### config.mk
export PLATFORM = sky130hd
export DESIGN_NAME = lru_key_value_cache
export DESIGN_NICKNAME = d
export VERILOG_FILES = /design/src/rtl/core/lkv_pkg.sv /design/src/rtl/core/lkv_cell.sv /design/src/rtl/core/lru_key_value_cache.sv
export SDC_FILE = /design/constraint.sdc
export NUM_CORES = 2
export LEC_CHECK = 0
export BUFFER_PORTS_ARGS = -buffer_cell sky130_fd_sc_hd__buf_2
export CAP_MARGIN = 10
export CORE_MARGIN = 2
export CORE_UTILIZATION = 55
export DETAILED_ROUTE_END_ITERATION = 10
export PLACE_DENSITY = 0.72
export SKIP_CTS_REPAIR_TIMING = 1
export SLEW_MARGIN = 20
export SYNTH_ARGS = -nofsm -noshare
export SYNTH_HDL_FRONTEND = slang
export SYNTH_SLANG_ARGS = --single-unit
### constraint.sdc
create_clock -name clock -period 12.18 [get_ports clock]
set_clock_uncertainty 0.15 [all_clocks]
set_input_delay 1.218 -clock clock [delete_from_list [all_inputs] [get_ports clock]]
set_output_delay 1.218 -clock clock [all_outputs]
set_load 0.1 [all_outputs]
### src/rtl/core/lkv_pkg.sv
`timescale 1ns / 1ps

package lkv_pkg;

   localparam int ENTRIES = 16;
   localparam int IDX_W   = $clog2(ENTRIES);
   localparam int CNT_W   = $clog2(ENTRIES + 1);
   localparam int DATA_W  = 32;
   localparam int CAP_W   = 5;
   localparam int ADDR_W  = 3;

   localparam logic OP_GET = 1'b0;
   localparam logic OP_PUT = 1'b1;

   localparam logic [ADDR_W-1:0] REG_CAPACITY   = ADDR_W'(0);
   localparam logic [CAP_W-1:0]  CAPACITY_RESET = CAP_W'(ENTRIES);

   // lookup broadcast to every cell
   typedef struct packed {
      logic [DATA_W-1:0] key;
      logic [CNT_W-1:0]  used;
   } look_type;

   // update broadcast to every cell
   typedef struct packed {
      logic              enable;
      logic              wr;
      logic [IDX_W-1:0]  target;
      logic [CNT_W-1:0]  thr;
      logic [DATA_W-1:0] value;
   } update_type;

   // result carried from cell to cell
   typedef struct packed {
      logic              found;
      logic [IDX_W-1:0]  hit_idx;
      logic [IDX_W-1:0]  hit_rank;
      logic [DATA_W-1:0] hit_value;
      logic [IDX_W-1:0]  vic_idx;
      logic [DATA_W-1:0] vic_key;
   } chain_type;

endpackage

### src/rtl/core/lkv_cell.sv
`timescale 1ns / 1ps

module lkv_cell (
   input  logic                       clock,
   input  logic [lkv_pkg::IDX_W-1:0]  idx,
   input  lkv_pkg::look_type          look,
   input  lkv_pkg::update_type        upd,
   input  lkv_pkg::chain_type         chain_i,
   output lkv_pkg::chain_type         chain_o
);

   logic [lkv_pkg::DATA_W-1:0] key_ff, key_in;
   logic [lkv_pkg::DATA_W-1:0] value_ff, value_in;
   logic [lkv_pkg::IDX_W-1:0]  rank_ff, rank_in;
   logic                       valid;
   logic                       match;
   logic                       victim;

   always_comb begin
      valid  = {1'b0, idx} < look.used;
      match  = valid && (key_ff == look.key);
      victim = valid && ({1'b0, rank_ff} == (look.used - lkv_pkg::CNT_W'(1)));

      chain_o = chain_i;
      if (match && !chain_i.found) begin
         chain_o.found     = 1'b1;
         chain_o.hit_idx   = idx;
         chain_o.hit_rank  = rank_ff;
         chain_o.hit_value = value_ff;
      end
      if (victim) begin
         chain_o.vic_idx = idx;
         chain_o.vic_key = key_ff;
      end

      key_in   = key_ff;
      value_in = value_ff;
      rank_in  = rank_ff;
      if (upd.enable) begin
         if (idx == upd.target) begin
            rank_in = '0;
            if (upd.wr) begin
               key_in   = look.key;
               value_in = upd.value;
            end
         end else if (valid && ({1'b0, rank_ff} < upd.thr)) begin
            rank_in = rank_ff + lkv_pkg::IDX_W'(1);
         end
      end
   end

   always_ff @(posedge clock) begin
      key_ff   <= key_in;
      value_ff <= value_in;
      rank_ff  <= rank_in;
   end

endmodule

### src/rtl/core/lru_key_value_cache.sv
`timescale 1ns / 1ps

// Fully associative key/value cache with least-recently-used replacement.
// Request channel (req_*): operation (0 get, 1 put), key, value. A word is
// taken on a clock edge with req_valid high and req_stall low.
// Response channel (rsp_*): hit, read_value, evicted, evicted_key; one
// response word per request, in order, taken when rsp_valid is high and
// rsp_stall is low.
// CSR port (csr_*): one register, capacity, at address 0 (5 bits,
// reset 16; 0 acts as 1, above 16 acts as 16). Write only while idle.
// The request word is registered first; when the response register is free,
// the key compare and recency update run along the row of 16 entry cells
// and load the response register. A new request is not taken until the
// held one has been run. req_stall is high while a request is held. While a
// finished response waits under rsp_stall, one more request can be taken; it
// is held until the response register frees.
// Reset (synchronous): empties the cache and sets capacity to 16; no
// clearing pass, the block is ready in the next cycle.

module lru_key_value_cache (
   input  logic                         clock,
   input  logic                         reset,
   input  logic                         req_valid,
   output logic                         req_stall,
   input  logic                         req_operation,
   input  logic signed [31:0]           req_key,
   input  logic signed [31:0]           req_value,
   output logic                         rsp_valid,
   input  logic                         rsp_stall,
   output logic                         rsp_hit,
   output logic signed [31:0]           rsp_read_value,
   output logic                         rsp_evicted,
   output logic signed [31:0]           rsp_evicted_key,
   input  logic                         csr_psel,
   input  logic                         csr_penable,
   input  logic                         csr_pwrite,
   input  logic [lkv_pkg::ADDR_W-1:0]   csr_paddr,
   input  logic [31:0]                  csr_pwdata,
   output logic [31:0]                  csr_prdata,
   output logic                         csr_pready
);

   logic                        busy_ff, busy_in;
   logic                        op_ff, op_in;
   logic [lkv_pkg::DATA_W-1:0]  key_ff, key_in;
   logic [lkv_pkg::DATA_W-1:0]  value_ff, value_in;
   logic [lkv_pkg::CNT_W-1:0]   used_ff, used_in;
   logic [lkv_pkg::CAP_W-1:0]   cap_ff, cap_in;
   logic                        rsp_valid_ff, rsp_valid_in;
   logic                        hit_ff, hit_in;
   logic [lkv_pkg::DATA_W-1:0]  rdata_ff, rdata_in;
   logic                        evicted_ff, evicted_in;
   logic [lkv_pkg::DATA_W-1:0]  evkey_ff, evkey_in;

   lkv_pkg::look_type           look;
   lkv_pkg::update_type         upd;
   lkv_pkg::chain_type          chain [lkv_pkg::ENTRIES+1];
   lkv_pkg::chain_type          res;

   logic                        accept;
   logic                        exec;
   logic                        cfg_wr;
   logic [lkv_pkg::CAP_W-1:0]   eff_cap;
   logic                        room;
   logic                        is_put;

   assign chain[0] = '0;
   assign res      = chain[lkv_pkg::ENTRIES];

   for (genvar i = 0; i < lkv_pkg::ENTRIES; i++) begin : g_cell
      lkv_cell u_cell (
         .clock   (clock),
         .idx     (lkv_pkg::IDX_W'(i)),
         .look    (look),
         .upd     (upd),
         .chain_i (chain[i]),
         .chain_o (chain[i+1])
      );
   end

   always_comb begin
      accept = req_valid && !req_stall;
      exec   = busy_ff && (!rsp_valid_ff || !rsp_stall);
      cfg_wr = csr_psel && csr_penable && csr_pwrite && csr_pready;
      is_put = op_ff == lkv_pkg::OP_PUT;

      if (cap_ff == '0) begin
         eff_cap = lkv_pkg::CAP_W'(1);
      end else if (cap_ff > lkv_pkg::CAP_W'(lkv_pkg::ENTRIES)) begin
         eff_cap = lkv_pkg::CAP_W'(lkv_pkg::ENTRIES);
      end else begin
         eff_cap = cap_ff;
      end
      room = lkv_pkg::CAP_W'(used_ff) < eff_cap;

      look.key  = key_ff;
      look.used = used_ff;

      upd.enable = exec && (res.found || is_put);
      upd.wr     = is_put;
      upd.value  = value_ff;
      if (res.found) begin
         upd.target = res.hit_idx;
         upd.thr    = {1'b0, res.hit_rank};
      end else if (room) begin
         upd.target = used_ff[lkv_pkg::IDX_W-1:0];
         upd.thr    = used_ff;
      end else begin
         upd.target = res.vic_idx;
         upd.thr    = used_ff;
      end

      busy_in  = busy_ff;
      op_in    = op_ff;
      key_in   = key_ff;
      value_in = value_ff;
      if (accept) begin
         busy_in  = 1'b1;
         op_in    = req_operation;
         key_in   = req_key;
         value_in = req_value;
      end else if (exec) begin
         busy_in = 1'b0;
      end

      used_in = used_ff;
      if (exec && is_put && !res.found && room) begin
         used_in = used_ff + lkv_pkg::CNT_W'(1);
      end

      cap_in = cap_ff;
      if (cfg_wr && csr_paddr == lkv_pkg::REG_CAPACITY) begin
         cap_in = csr_pwdata[lkv_pkg::CAP_W-1:0];
      end

      rsp_valid_in = exec || (rsp_valid_ff && rsp_stall);
      hit_in       = hit_ff;
      rdata_in     = rdata_ff;
      evicted_in   = evicted_ff;
      evkey_in     = evkey_ff;
      if (exec) begin
         hit_in     = res.found;
         evicted_in = is_put && !res.found && !room;
         evkey_in   = (is_put && !res.found && !room) ? res.vic_key : '0;
         if (is_put) begin
            rdata_in = '0;
         end else if (res.found) begin
            rdata_in = res.hit_value;
         end else begin
            rdata_in = '1;
         end
      end
   end

   always_ff @(posedge clock) begin
      if (reset) begin
         busy_ff      <= 1'b0;
         used_ff      <= '0;
         cap_ff       <= lkv_pkg::CAPACITY_RESET;
         rsp_valid_ff <= 1'b0;
      end else begin
         busy_ff      <= busy_in;
         used_ff      <= used_in;
         cap_ff       <= cap_in;
         rsp_valid_ff <= rsp_valid_in;
      end
   end

   always_ff @(posedge clock) begin
      op_ff      <= op_in;
      key_ff     <= key_in;
      value_ff   <= value_in;
      hit_ff     <= hit_in;
      rdata_ff   <= rdata_in;
      evicted_ff <= evicted_in;
      evkey_ff   <= evkey_in;
   end

   assign req_stall       = busy_ff;
   assign rsp_valid       = rsp_valid_ff;
   assign rsp_hit         = hit_ff;
   assign rsp_read_value  = rdata_ff;
   assign rsp_evicted     = evicted_ff;
   assign rsp_evicted_key = evkey_ff;
   assign csr_pready      = 1'b1;
   assign csr_prdata      = (csr_paddr == lkv_pkg::REG_CAPACITY) ?
                            {{(32 - lkv_pkg::CAP_W){1'b0}}, cap_ff} : '0;

endmodule
* Word level (Yosys, flattened, before mapping)
Cells that the tools add are included.
** Storage, ports and cells
- Register bits :: 1231
- Input bits :: 107
- Logic and storage cells :: 364
** Cells by class
- Add/sub/neg operators :: 18
- Equality and inequality tests :: 47
- Reduce and logical (&&, ||, !) cells :: 150
- $lt $le $gt $ge :: 34
- Multiplexer cells :: 56
** Operators with widths (number)
- $mux 41 :: 16
- $eq 32x32->1 :: 16
- $mux 36 :: 8
- $mux 35 :: 4
- $eq 4x5->1 :: 16
- $lt 4x5->1 :: 16
- $logic_and 1x1->1 :: 75
- $mux 34 :: 2
- $add 4x1->4 const B :: 16
- $mux 32 :: 2
- $mux 4 :: 16
- $reduce_and 3->1 :: 16
- $lt 4x5->1 const A :: 8
- $reduce_bool 2->1 :: 17
- $mux 33 :: 1
- $eq 4x4->1 const A :: 8
- $reduce_and 2->1 :: 16
- $logic_not 1->1 :: 20
- $lt 3x5->1 const A :: 4
- $mux 9 :: 2
- $eq 3x4->1 const A :: 4
- $mux 5 :: 3
- $lt 1x5->1 const A :: 2
- $lt 2x5->1 const A :: 2
- 11 further kinds :: 15

* Logic depth before layout (Yosys ltp)
- Word-level depth :: 53
- Mapped depth :: 27
- Gate-level depth less buffers :: 20

* By module
From an unflattened synthesis, not the netlist that was laid out.
** Second synthesis, totals
- Cells, all modules :: 4387
- Area, all modules :: 66104.6 um2
** By module, submodules not included
- lkv_cell (g_cell[2].u_cell ...) :: area an instance 3789.9 um2, times used 8, cells an instance 253
- lkv_cell (g_cell[0].u_cell ...) :: area an instance 3783.6 um2, times used 8, cells an instance 250
- lru_key_value_cache :: area an instance 5516.5 um2, times used 1, cells an instance 363

* Least setup slack after synthesis
Ideal clock, no wire load.
- Path kind :: input -> register
- Start :: input rsp_stall
- End :: register g_cell[12].u_cell.key_ff[0] (netlist bit), enable pin
- Data arrival time :: 11661 ps
- Required time :: 11385 ps
- Cell stages on the path :: 4
- Path buffers :: 1
- Path slack :: -276 ps
- Path through :: a21boi_1 nand2_1 clkbuf_1 nor4_1
** On the way
- Cells in the longest elaborated chain, start to end :: 5
** Ends and longest elaborated chain
- from (decl) :: line lru_key_value_cache.sv:29 : input logic rsp_stall,
- $logic_not 1->1 :: line lru_key_value_cache.sv:83 : exec = busy_ff && (!rsp_valid_ff || !rsp_stall);
- $logic_or 1x1->1 :: line lru_key_value_cache.sv:83
- $logic_and 1x1->1 :: line lru_key_value_cache.sv:83
- $logic_and 1x1->1 :: line lru_key_value_cache.sv:99 : upd.enable = exec && (res.found || is_put);
- $reduce_and 3->1 (no line)
- to (signal assigned) :: line lkv_cell.sv:53 : key_ff <= key_in;
- to (decl) :: line lkv_cell.sv:12 : logic [lkv_pkg::DATA_W-1:0] key_ff, key_in;
Every way passes these cells.
A chain may end at the register's enable or synchronous reset.

* Worst setup path after layout
- Start :: register used_ff[0] (netlist bit)
- End :: register g_cell[5].u_cell.value_ff[20] (netlist bit), enable pin
** On the way
- Cells in the longest elaborated chain, start to end :: 51
** Ends and longest elaborated chain
- from (decl) :: line lru_key_value_cache.sv:47 : logic [lkv_pkg::CNT_W-1:0] used_ff, used_in;
- from (signal assigned) :: line lru_key_value_cache.sv:163 : used_ff <= used_in;
- $lt 1x5->1 :: line lkv_cell.sv:20 : valid = {1'b0, idx} < look.used;
- $logic_and 1x1->1 :: line lkv_cell.sv:21 : match = valid && (key_ff == look.key);
- $mux 41 :: line lkv_cell.sv:25 : if (match && !chain_i.found) begin
- $logic_not 1->1 :: line lkv_cell.sv:25
- $logic_and 1x1->1 :: line lkv_cell.sv:25
- $mux 41 :: line lkv_cell.sv:25
- $logic_not 1->1 :: line lkv_cell.sv:25
- $logic_and 1x1->1 :: line lkv_cell.sv:25
- [... 35 more ...]
- $logic_and 1x1->1 :: line lkv_cell.sv:25
- $mux 41 :: line lkv_cell.sv:25
- $logic_not 1->1 :: line lkv_cell.sv:25
- $logic_and 1x1->1 :: line lkv_cell.sv:25
- $mux 41 :: line lkv_cell.sv:25
- $mux 9 or $logic_or 1x1->1 (tied branches) :: line lru_key_value_cache.sv:102, lru_key_value_cache.sv:99
- $eq 3x4->1 or $logic_and 1x1->1 (tied branches) :: line lkv_cell.sv:40, lru_key_value_cache.sv:99
- $reduce_and 3->1 (no line) *
- to (signal assigned) :: line lkv_cell.sv:54 : value_ff <= value_in;
- to (decl) :: line lkv_cell.sv:13 : logic [lkv_pkg::DATA_W-1:0] value_ff, value_in;
Mark *: on every way between the ends. The rest lies on a longest branch, timed or not.

==> results.sh <==
export IMPL_crit_slowest_cell="xnor2_1"
export IMPL_final_common_cell="edfxtp_1"
export IMPL_synthXorXnorAreaFrac_pct=9.81
export IMPL_num_vias=39900
export IMPL_outcome="finished, final reports clean"
export IMPL_synth_enable_flop_cells=1219
export IMPL_antenna_cells=0
export IMPL_grt_pass1_vias=37600
export IMPL_grt_total_usage_pct=32.8
export IMPL_ys_seq_area_share_pct=64.5
export IMPL_cts_tree="built"
export IMPL_path_common_cell="buf_4"
export IMPL_core_mm2=0.103
export IMPL_yosys_area_top_type="edfxtp_1"
export IMPL_crit_arrival_ps=7860
export IMPL_layout_drive_gt1_share_pct=11.8
export IMPL_rr_startpoint="used_ff[0]$_SDFFE_PP0P_"
export IMPL_synth_top_family_by_area="compound AO/OA/AOI/OAI gates"
export IMPL_start_util_pct=55.3
export IMPL_synthSimpleGateAreaFrac_pct=9.67
export IMPL_post_place_ws_ps=4870
export IMPL_synth_top_cell_area_share_pct=64.1
export IMPL_dieHeight_um=326
export IMPL_cts_max_level=4
export IMPL_critPathCaptureType="flop"
export IMPL_cp_cell_sequence="buf_4 > inv_1 > ha_1 > nor3b_1 > xnor2_1 > or4b_1 > buf_4 > and2_1 > nand4_1 > mux2_2 > or2_0 > a21oi_1 > and2_1 > nor2b_4 > buf_4"
export IMPL_top_layer="met5"
export IMPL_cp_data_required_time_ps=12420
export IMPL_cts_buffer_depth=3
export IMPL_die_x_um=326
export IMPL_wl_met3_mm=23.1
export IMPL_combPwrFrac_pct=5.4
export IMPL_leakage_nw=20.8
export IMPL_critical_path_class="flop to flop"
export IMPL_slowest_delay_ps=1010
export IMPL_rows=118
export IMPL_fmax_mhz=131
export IMPL_drc=0
export IMPL_p_switching_mw=2.10
export IMPL_cts_root_buffer="clkbuf_16"
export IMPL_slew_limit_headroom_pct=13.4
export IMPL_worst_hold_path_type="flop to flop"
export IMPL_dieArea_mm2=0.106
export IMPL_drv_slew=0
export IMPL_cp_endpoint="g_cell[5].u_cell.value_ff[20]$_DFFE_PP_"
export IMPL_power_per_cell_area_mw_per_mm2=143
export IMPL_hold_viol=0
export IMPL_peakVddDrop_uv=121
export IMPL_p_sw_share_pct=23.1
export IMPL_numPortBuffers=152
export IMPL_rsz0062_at_grt="false"
export IMPL_routabilityCongestion=1.00
export IMPL_fin_crit_ps=7620
export IMPL_ioPinCount=208
export IMPL_r2r_end="g_cell[5].u_cell.value_ff[20]$_DFFE_PP_"
export IMPL_setup_viol=0
export IMPL_area_growth_pct=11.4
export IMPL_grt_max_degree=67
export IMPL_p_clk_share_pct=42.5
export IMPL_antenna_found_initial=5
export IMPL_drt_met1_wl_mm=67.3
export IMPL_synthAdderAreaFrac_pct=1.56
export IMPL_setup_ws_ps=4560
export IMPL_cts_sinks=1231
export IMPL_r2r_setup_slack_ps=4560
export IMPL_synthArstFlopShare_pct=0
export IMPL_total_power_mw=9.12
export IMPL_syn_area_per_cell_um2=13.3
export IMPL_layout_worst_path_cycle_share_pct=62.5
export IMPL_p_int_mw=7.02
export IMPL_wl_per_cell_um=29.9
export IMPL_antenna_left=0
export IMPL_synth_warning_count=0
export IMPL_synth_area_mm2=0.0571
export IMPL_wl_met2_mm=77.6
export IMPL_place_hpwl_mm=116
export IMPL_syn_inst=4304
export IMPL_cap_violations=0
export IMPL_drt_initial_drc_count=6381
export IMPL_synthMuxAreaShare_pct=0.636
export IMPL_clk_latency_ps=780
export IMPL_r2r_cells=15
export IMPL_grt_pass1_wl_mm=254
export IMPL_postRouteWirelength_mm=177
export IMPL_synth_seq_cells=1231
export IMPL_synth_compound_area_share_pct=11.1
export IMPL_critical_path_startpoint="used_ff[0]$_SDFFE_PP0P_"
export IMPL_seq_power_share_pct=52.1
export IMPL_route_detailed_vias_per_inst=6.73
export IMPL_hold_slack_ps=393
export IMPL_synthFlopType="edfxtp_1"
export IMPL_crit_fanout=47
export IMPL_grt_ovfl_total=0
export IMPL_fin_nets=4623
export IMPL_numCtsBuffers=131
export IMPL_worst_pin_slew_ps=1290
export IMPL_synthTopCellsByArea="edfxtp_1 (64%), xnor2_1 (6.6%), xor2_1 (2.5%)"
export IMPL_mostFrequentLayoutCells="edfxtp_1 (1219), xnor2_1 (433), nor2_1 (310), nand2_1 (218), a21oi_1 (215)"
export IMPL_startpoint_type="flop"
export IMPL_clkTransAtPathRegs_ps=60
export IMPL_synth_cell_type_count=96
export IMPL_firstDrtPassIters=8
export IMPL_n_fill_cell=7786
## synth_stat cells, types with 8 or more instances
library cell,instances
a2111oi_0,37
a211oi_1,41
a21boi_0,18
a21o_1,25
a21oi_1,215
a221oi_1,105
a222oi_1,63
a22oi_1,8
a31oi_1,26
and2_1,26
and3_1,32
and4_1,17
buf_1,14
buf_2,76
buf_4,41
clkbuf_1,166
dfxtp_1,12
edfxtp_1,1219
ha_1,71
inv_1,38
mux2i_1,34
nand2_1,218
nand2b_1,8
nand3_1,103
nand4_1,145
nor2_1,318
nor2b_1,27
nor3_1,88
nor4_1,64
o2111ai_1,10
o211ai_1,17
o21a_1,9
o21ai_0,177
o221a_2,17
o22ai_1,34
o31ai_1,19
or3_1,11
xnor2_1,433
xnor3_1,14
xor2_1,166
## logic make-up after synthesis
kind of cell / count (synthesis)
compound gates: 908
xor+xnor: 615
fa+ha+maj: 71
buf+inv: 339
flops: 1231
mux: 36
other cells: 2
simple gates: 1102
## critical path: cells and delay by family, from the launching register on
| kind | cells | cell delay (ps) |
|---|---|---|
| adder cells (fa/ha/maj) | 1 | 440 |
| flip-flops | 1 | 310 |
| buffers and inverters | 4 | 1880 |
| AND/OR/NAND/NOR | 7 | 2430 |
| AO/OA/AOI/OAI | 1 | 580 |
| XOR/XNOR | 1 | 1010 |
| multiplexers | 1 | 320 |
## registers in the layout, summed over array words and instances, names as in the netlist
name	count
rsp_evicted	1
key_ff	32
g_cell.u_cell.key_ff	512
req_stall	1
is_put	1
g_cell.u_cell.rank_ff	64
used_ff	5
cap_ff	5
rsp_valid	1
rsp_evicted_key	32
g_cell.u_cell.value_ff	512
rsp_read_value	32
rsp_hit	1
value_ff	32
## how the worst min path moves through the flow
| stage | start | to | slack, ps | depth (start not counted) |
|---|---|---|---|---|
| finish | cap_ff[0]$_SDFFE_PP0P_ | cap_ff[0]$_SDFFE_PP0P_ | 390 | 2 |
| global route | cap_ff[3]$_SDFFE_PP0P_ | cap_ff[3]$_SDFFE_PP0P_ | 420 | 2 |
| CTS | cap_ff[0]$_SDFFE_PP0P_ | cap_ff[0]$_SDFFE_PP0P_ | 390 | 2 |
| detailed placement | cap_ff[0]$_SDFFE_PP0P_ | cap_ff[0]$_SDFFE_PP0P_ | 370 | 2 |
| global placement | cap_ff[0]$_SDFFE_PP0P_ | cap_ff[0]$_SDFFE_PP0P_ | 370 | 2 |
| floorplan | cap_ff[0]$_SDFFE_PP0P_ | cap_ff[0]$_SDFFE_PP0P_ | 330 | 2 |
## area by class of cell
| cell class | instances | area, µm² | share of cell area [%] |
|---|---|---|---|
| flip-flops and latches | 1231 | 36800 | 57.9 |
| multi-input cells | 2760 | 19000 | 29.9 |
| clock buffers | 154 | 3410 | 5.36 |
| repair buffers | 283 | 1760 | 2.76 |
| well taps | 1380 | 1730 | 2.71 |
| clock inverters | 77 | 727 | 1.14 |
| inverters | 38 | 143 | 0.224 |
## through the flow
stage	setup TNS (ps)	instances	cell area (µm²)	util, %
3_3_place_gp	0	5691	59500	57.6
2_1_floorplan	-53000	4330	57200	-
5_1_grt	0	5923	63600	61.6
3_5_place_dp	0	5691	59500	57.6
6_report	0	5923	63600	61.6
4_1_cts	0	5922	63600	61.6
## power by group through the flow
| stage | registers [mW] | logic [mW] | clock network (mW) |
|---|---|---|---|
| floorplan | 4.93 | 0.250 | 0 |
| global placement | 4.84 | 0.475 | 0 |
| detailed placement | 4.84 | 0.481 | 0 |
| CTS | 4.75 | 0.483 | 3.90 |
| global route | 4.76 | 0.509 | 4.05 |
| finish | 4.75 | 0.492 | 3.87 |
## per-layer routing
layer	vias up	GRT usage, %
met5	-	0
met4	4	15.8
met3	453	8.10
met2	2911	48.0
met1	19700	46.1
li1	16800	-
Power figures use the tool's default switching activity.
